[config.mk]
export PLATFORM = sky130hd
export DESIGN_NAME = gdfs_edge_store
export DESIGN_NICKNAME = d
export VERILOG_FILES = /design/src/rtl/graph_depth_first_search_unit_assert.svh /design/src/rtl/gdfs_pkg.sv /design/src/rtl/gdfs_edge_store.sv
export SDC_FILE = /design/constraint.sdc
export NUM_CORES = 2
export LEC_CHECK = 0
export BUFFER_PORTS_ARGS = -buffer_cell sky130_fd_sc_hd__buf_2
export CAP_MARGIN = 20
export CORE_UTILIZATION = 30
export DETAILED_ROUTE_END_ITERATION = 10
export GPL_ROUTABILITY_DRIVEN = 0
export SLEW_MARGIN = 20
export SYNTH_ARGS = -nofsm -noshare
export SYNTH_HDL_FRONTEND = slang
export SYNTH_SLANG_ARGS = --single-unit
[constraint.sdc]
create_clock -name clk -period 4.94 [get_ports clk]
set_input_delay 0.494 -clock clk [delete_from_list [all_inputs] [get_ports clk]]
set_output_delay 0.494 -clock clk [all_outputs]
set_load 0.03 [all_outputs]
[src/rtl/graph_depth_first_search_unit_assert.svh]
// assertion macros for the depth-first search unit
`ifndef GRAPH_DEPTH_FIRST_SEARCH_UNIT_ASSERT_SVH
`define GRAPH_DEPTH_FIRST_SEARCH_UNIT_ASSERT_SVH
`ifndef SYNTHESIS
`define GDFS_ASSERT_IMP(label, clk, rst_n, ante, cons, msg) \
    label: assert property (@(posedge clk) disable iff (!rst_n) (ante) |-> (cons)) \
        else $error(msg);
`define GDFS_ASSERT_NXT(label, clk, rst_n, ante, cons, msg) \
    label: assert property (@(posedge clk) disable iff (!rst_n) (ante) |=> (cons)) \
        else $error(msg);
`else
`define GDFS_ASSERT_IMP(label, clk, rst_n, ante, cons, msg)
`define GDFS_ASSERT_NXT(label, clk, rst_n, ante, cons, msg)
`endif
`endif

[src/rtl/gdfs_pkg.sv]
package gdfs_pkg;
    localparam int MAX_VERTICES = 32;
    localparam int MAX_EDGES = 256;
    localparam int VW = $clog2(MAX_VERTICES);
    localparam int EW = $clog2(MAX_EDGES);
    localparam int LW = EW + 1;
    localparam logic [LW-1:0] NULL_LINK = LW'(MAX_EDGES);

    localparam logic [1:0] ST_OK = 2'd0;
    localparam logic [1:0] ST_BAD_VERTEX = 2'd1;
    localparam logic [1:0] ST_FULL = 2'd2;
    localparam logic KIND_INSERT = 1'b0;
    localparam logic KIND_FINISH = 1'b1;
    localparam logic OP_ADD = 1'b0;

    localparam logic [1:0] COLOR_WHITE = 2'd0;
    localparam logic [1:0] COLOR_GREY = 2'd2;
    localparam logic [1:0] COLOR_BLACK = 2'd3;

    typedef struct packed {
        logic [VW-1:0] dest;
        logic [LW-1:0] next;
    } edge_t;

    // one write and one read port of the edge store
    typedef struct packed {
        logic          we;
        logic [EW-1:0] waddr;
        edge_t         wdata;
        logic          re;
        logic [EW-1:0] raddr;
    } estore_req_t;
endpackage

[src/rtl/gdfs_edge_store.sv]
module gdfs_edge_store
    import gdfs_pkg::*;
(
    input  logic        clk,
    input  estore_req_t req,
    output edge_t       rdata
);
    edge_t mem [MAX_EDGES];
    edge_t rdata_reg;

    always_ff @(posedge clk)
    begin
        if (req.we)
        begin
            mem[req.waddr] <= req.wdata;
        end
        if (req.re)
        begin
            rdata_reg <= mem[req.raddr];
        end
    end

    assign rdata = rdata_reg;
endmodule

Word level (Yosys, flattened, before mapping)
Memories as Yosys holds them, arrays and structs flattened. A register that Yosys moved wholly into a read port is not among the register bits.
Index checks and enable logic that the tools add are counted.
- register bits: 0
- output and inout bits: 14
- input port bits: 33
- bits in writable memories: 3584
- logic and storage cells: 3
- memories kept: 1
- memories (memory ; depth ; bits a word ; rd ports ; clocked after Yosys merged registers in ; write ports ; RTL line ; text):
    mem ; 256 ; 14 ; 1 ; 1 ; 1 ; gdfs_edge_store.sv:8 ; edge_t mem [MAX_EDGES];
- mux-type cells: 2
- operators by type and width (operator ; number):
    1-bit two-way mux ; 2

Depth between registers and ports, before layout
- depth in word-level cells: 2
- gate-level depth with buffers: 13
- gate-level depth less buffers: 6

Worst setup path before layout
OpenSTA, ideal clock, no wires.
- path type: in2reg
- from: in req[0] (netlist bit)
- to: reg rdata[12] (netlist name)
- arrival time: 2483 ps
- library setup time: 267 ps
- path buffers: 5
- data required time: 4673 ps
- stages: 10
- setup slack: 2190 ps
- cells stage by stage: buf_6 > buf_6 > buf_6 > buf_6 > buf_2 > mux4_2 > a22oi_1 > a21oi_1 > nor4_1 > nor3_2
- RTL lines (element ; RTL line ; text):
    start, declared ; gdfs_edge_store.sv:5 ; input estore_req_t req,

==> flow_metrics.py <==
metrics = {
    "run_status": {
        "status": "finished, final reports clean",
    },
    "synth": {
        "syn-num-nets": 6175,
        "synth_area_sq_um": 139000,
        "synth_cells": 6142,
        "synth_async_sr_flop_share": 0,
        "synth_ff_type": "edfxtp_1",
        "synth_edf_count": 3598,
        "synth_area_leaders": "edfxtp_1 78%, mux4_2 14%, mux2i_1 2.1%",
        "synth_cell_types": 57,
        "synth_top_area_cell": "edfxtp_1",
        "yosysSeqAreaShare": 0.778,
        "synth_top_area_frac": 0.778,
        "synth_area_per_cell_sq_um": 22.6,
        "yosys_warnings": 0,
        "synth_seq_cells": 3598,
    },
    "drt": {
        "post-route-drc-count": 0,
        "route.met3.wl_microns": 30700,
        "vias": 67200,
        "wl_met2_microns": 179000,
        "wl_microns": 369000,
        "wire_per_inst_microns": 28.0,
        "ant_nets": 0,
        "m1WireLength_microns": 150000,
        "viasPerCell": 5.10,
        "routed.top_layer": "met5",
        "drtIter0Drc": 8533,
        "drt_first_pass_iters": 6,
    },
    "clock_tree": {
        "post_cts_resized": 0,
        "cts_made_buffers": 371,
        "clk_pin_slew_ps": 60,
        "cts_buffer_depth": 4,
        "cts_max_level": 5,
        "clkLatencyLatePin_ps": 930,
        "root_buffer": "clkbuf_16",
        "clock_sinks": 3598,
        "cts_tree": "built",
    },
    "critical_path": {
        "path_cells": "buf_12, buf_12, mux4_2, a22o_1, a221oi_2, nor3_1, nor4_1, buf_4, nor3_2, buf_4",
        "critPathCaptureType": "register",
        "cp_max_fo": 53,
        "critical_path_arrival_ps": 4060,
        "crit_path_start_kind": "input pin",
        "worst_r2r_path_depth": 8,
        "required_ps": 5630,
        "crit_type": "in -> reg",
        "slowest_delay_ps": 840,
        "cpMaxStageDelayCell": "nor4_1",
    },
    "grt": {
        "grt_max_degree": 190,
        "overflow": 0,
        "grt.total_usage": 0.155,
        "antenna_found_initial": 35,
        "grt_pass1_wl_microns": 522000,
        "grt_pass1_vias": 68100,
    },
    "floorplan": {
        "num_io_pins": 47,
        "die_h_microns": 683,
        "core-area_sq_um": 460000,
        "initial_core_util": 0.302,
        "fp.dieW_microns": 683,
        "fp.dieArea_sq_um": 466000,
        "rows": 249,
    },
    "timing": {
        "setup_tns_ps": 0,
        "final-hold-violation-count": 0,
        "fin_crit_sh": 0.682,
        "fin_skew_ps": 51.0,
        "worst_pin_slew_ps": 1270,
        "slew_viol_final": 0,
        "maxSlewHeadroom": 0.151,
        "setup_viol": 0,
        "fmax_mhz": 297,
        "fin_ws_ps": 1570,
        "rsz0062_at_grt": "false",
        "period_minus_slack_ps": 3370,
    },
    "min_path": {
        "hold_depth": 1,
        "hp-class": "in -> reg",
    },
    "power_and_ir_drop": {
        "power.internal_mw": 50.5,
        "vdd_drop_max_mv": 0.276,
        "pwr-share-clk": 0.426,
        "leakage_nw": 50.0,
        "powerDensity_nw_per_um2": 400,
        "power_mw": 64.5,
        "p_switching_mw": 14.0,
        "p_seq_frac": 0.524,
        "power_frac_comb": 0.050,
        "swShare": 0.216,
    },
    "final_layout": {
        "stdcell_area_sq_um": 161000,
        "drive_above_1_share": 0.286,
        "largest_register_ffs": 3584,
        "multi_input_area_sq_um": 28700,
        "area_growth_syn_to_layout_pct": 16.0,
        "final_nets": 6735,
        "regArea_sq_um": 108000,
        "fillers": 42200,
    },
    "placed_design": {
        "dpl_worst_slack_ps": 549,
        "io_buffers": 46,
        "dpl.hpwl_microns": 224000,
        "placed_area_sq_um": 149000,
    },
    "run": {
        "drv_cap": 0,
    },
}
metal layers:
layer / GRT usage / vias up
li1: - / 27300
met1: 0.212 / 36500
met2: 0.253 / 2958
met3: 0.0299 / 475
met4: 0.0413 / 10
met5: 0 / -
worst paths after layout:
check	startpoint	to	slack, ps
max	req[0]	rdata[12]$_DFFE_PP_	1570
min	req[11]	mem[235][2]$_DFFE_PP_	20
min reg2reg	mem[62][10]$_DFFE_PP_	rdata[10]$_DFFE_PP_	1160
max reg2reg	mem[139][12]$_DFFE_PP_	rdata[12]$_DFFE_PP_	1790
area by class of cell:
class | instances | share of cell area
sequential | 3598 | 0.670
antenna | 22 | 0.000342
timing repair buffer | 556 | 0.0298
inverter | 2 | 0.0000621
clock inverter | 231 | 0.0145
multi-input combinational | 2173 | 0.178
clock buffer | 440 | 0.0595
tap | 6149 | 0.0477
critical path, delay by kind of cell:
| family | cells | cell delay, ps |
|---|---|---|
| mux | 1 | 580 |
| buf+inv | 4 | 1260 |
| simple gates | 3 | 1040 |
| compound gates | 2 | 570 |
logic make-up after synthesis:
group / after synthesis / synth area share
compound gates: 475 / 0.0254
flops: 3598 / 0.778
buf+inv: 371 / 0.0171
simple gates: 531 / 0.0175
mux: 1167 / 0.162
cells in the mapped netlist, types with 20 or more instances:
cell	n
a211oi_1	65
a21oi_1	74
a22o_1	28
a22oi_1	92
buf_1	33
buf_2	74
buf_4	42
buf_6	47
clkbuf_1	145
edfxtp_1	3598
mux2i_1	290
mux4_2	859
nand2_1	61
nand3_1	34
nor2_1	301
nor2b_1	36
nor4_1	20
o221ai_1	60
o22ai_1	33
cells in the final DEF, fill, tap and decap left out, drive strengths merged, types with 29 or more instances in the layout:
cell type	n
o21ai	29
a21oi	74
a22oi	92
o221ai	60
nand2	61
clkinv	174
mux4	867
o22ai	33
buf	554
nor2	301
bufinv	34
mux2i	290
a211oi	68
nand3	34
clkbuf	441
edfxtp	3598
nor2b	36
power groups by stage:
stage / sequential, mW / clock (mW) / combinational [mW]
floorplan: 34.4 / 0 / 1.67
global route: 33.7 / 29.0 / 3.38
finish: 33.8 / 27.5 / 3.23
CTS: 33.8 / 27.9 / 3.26
detailed placement: 34.4 / 0 / 3.25
global placement: 34.4 / 0 / 3.19
timing repair:
item	CTS	global route
hold buffers	1	0
endpoints found under the hold margin	35	0
setup buffers	0	0
metrics by stage:
stage,util,hold WS [ps],instances
floorplan,-,593,6142
global placement,0.324,961,12500
detailed placement,0.324,978,12500
CTS,0.350,15.7,13100
global route,0.350,12.0,13200
finish,0.350,16.4,13200
No activity file was read; power rests on OpenSTA's default activity.
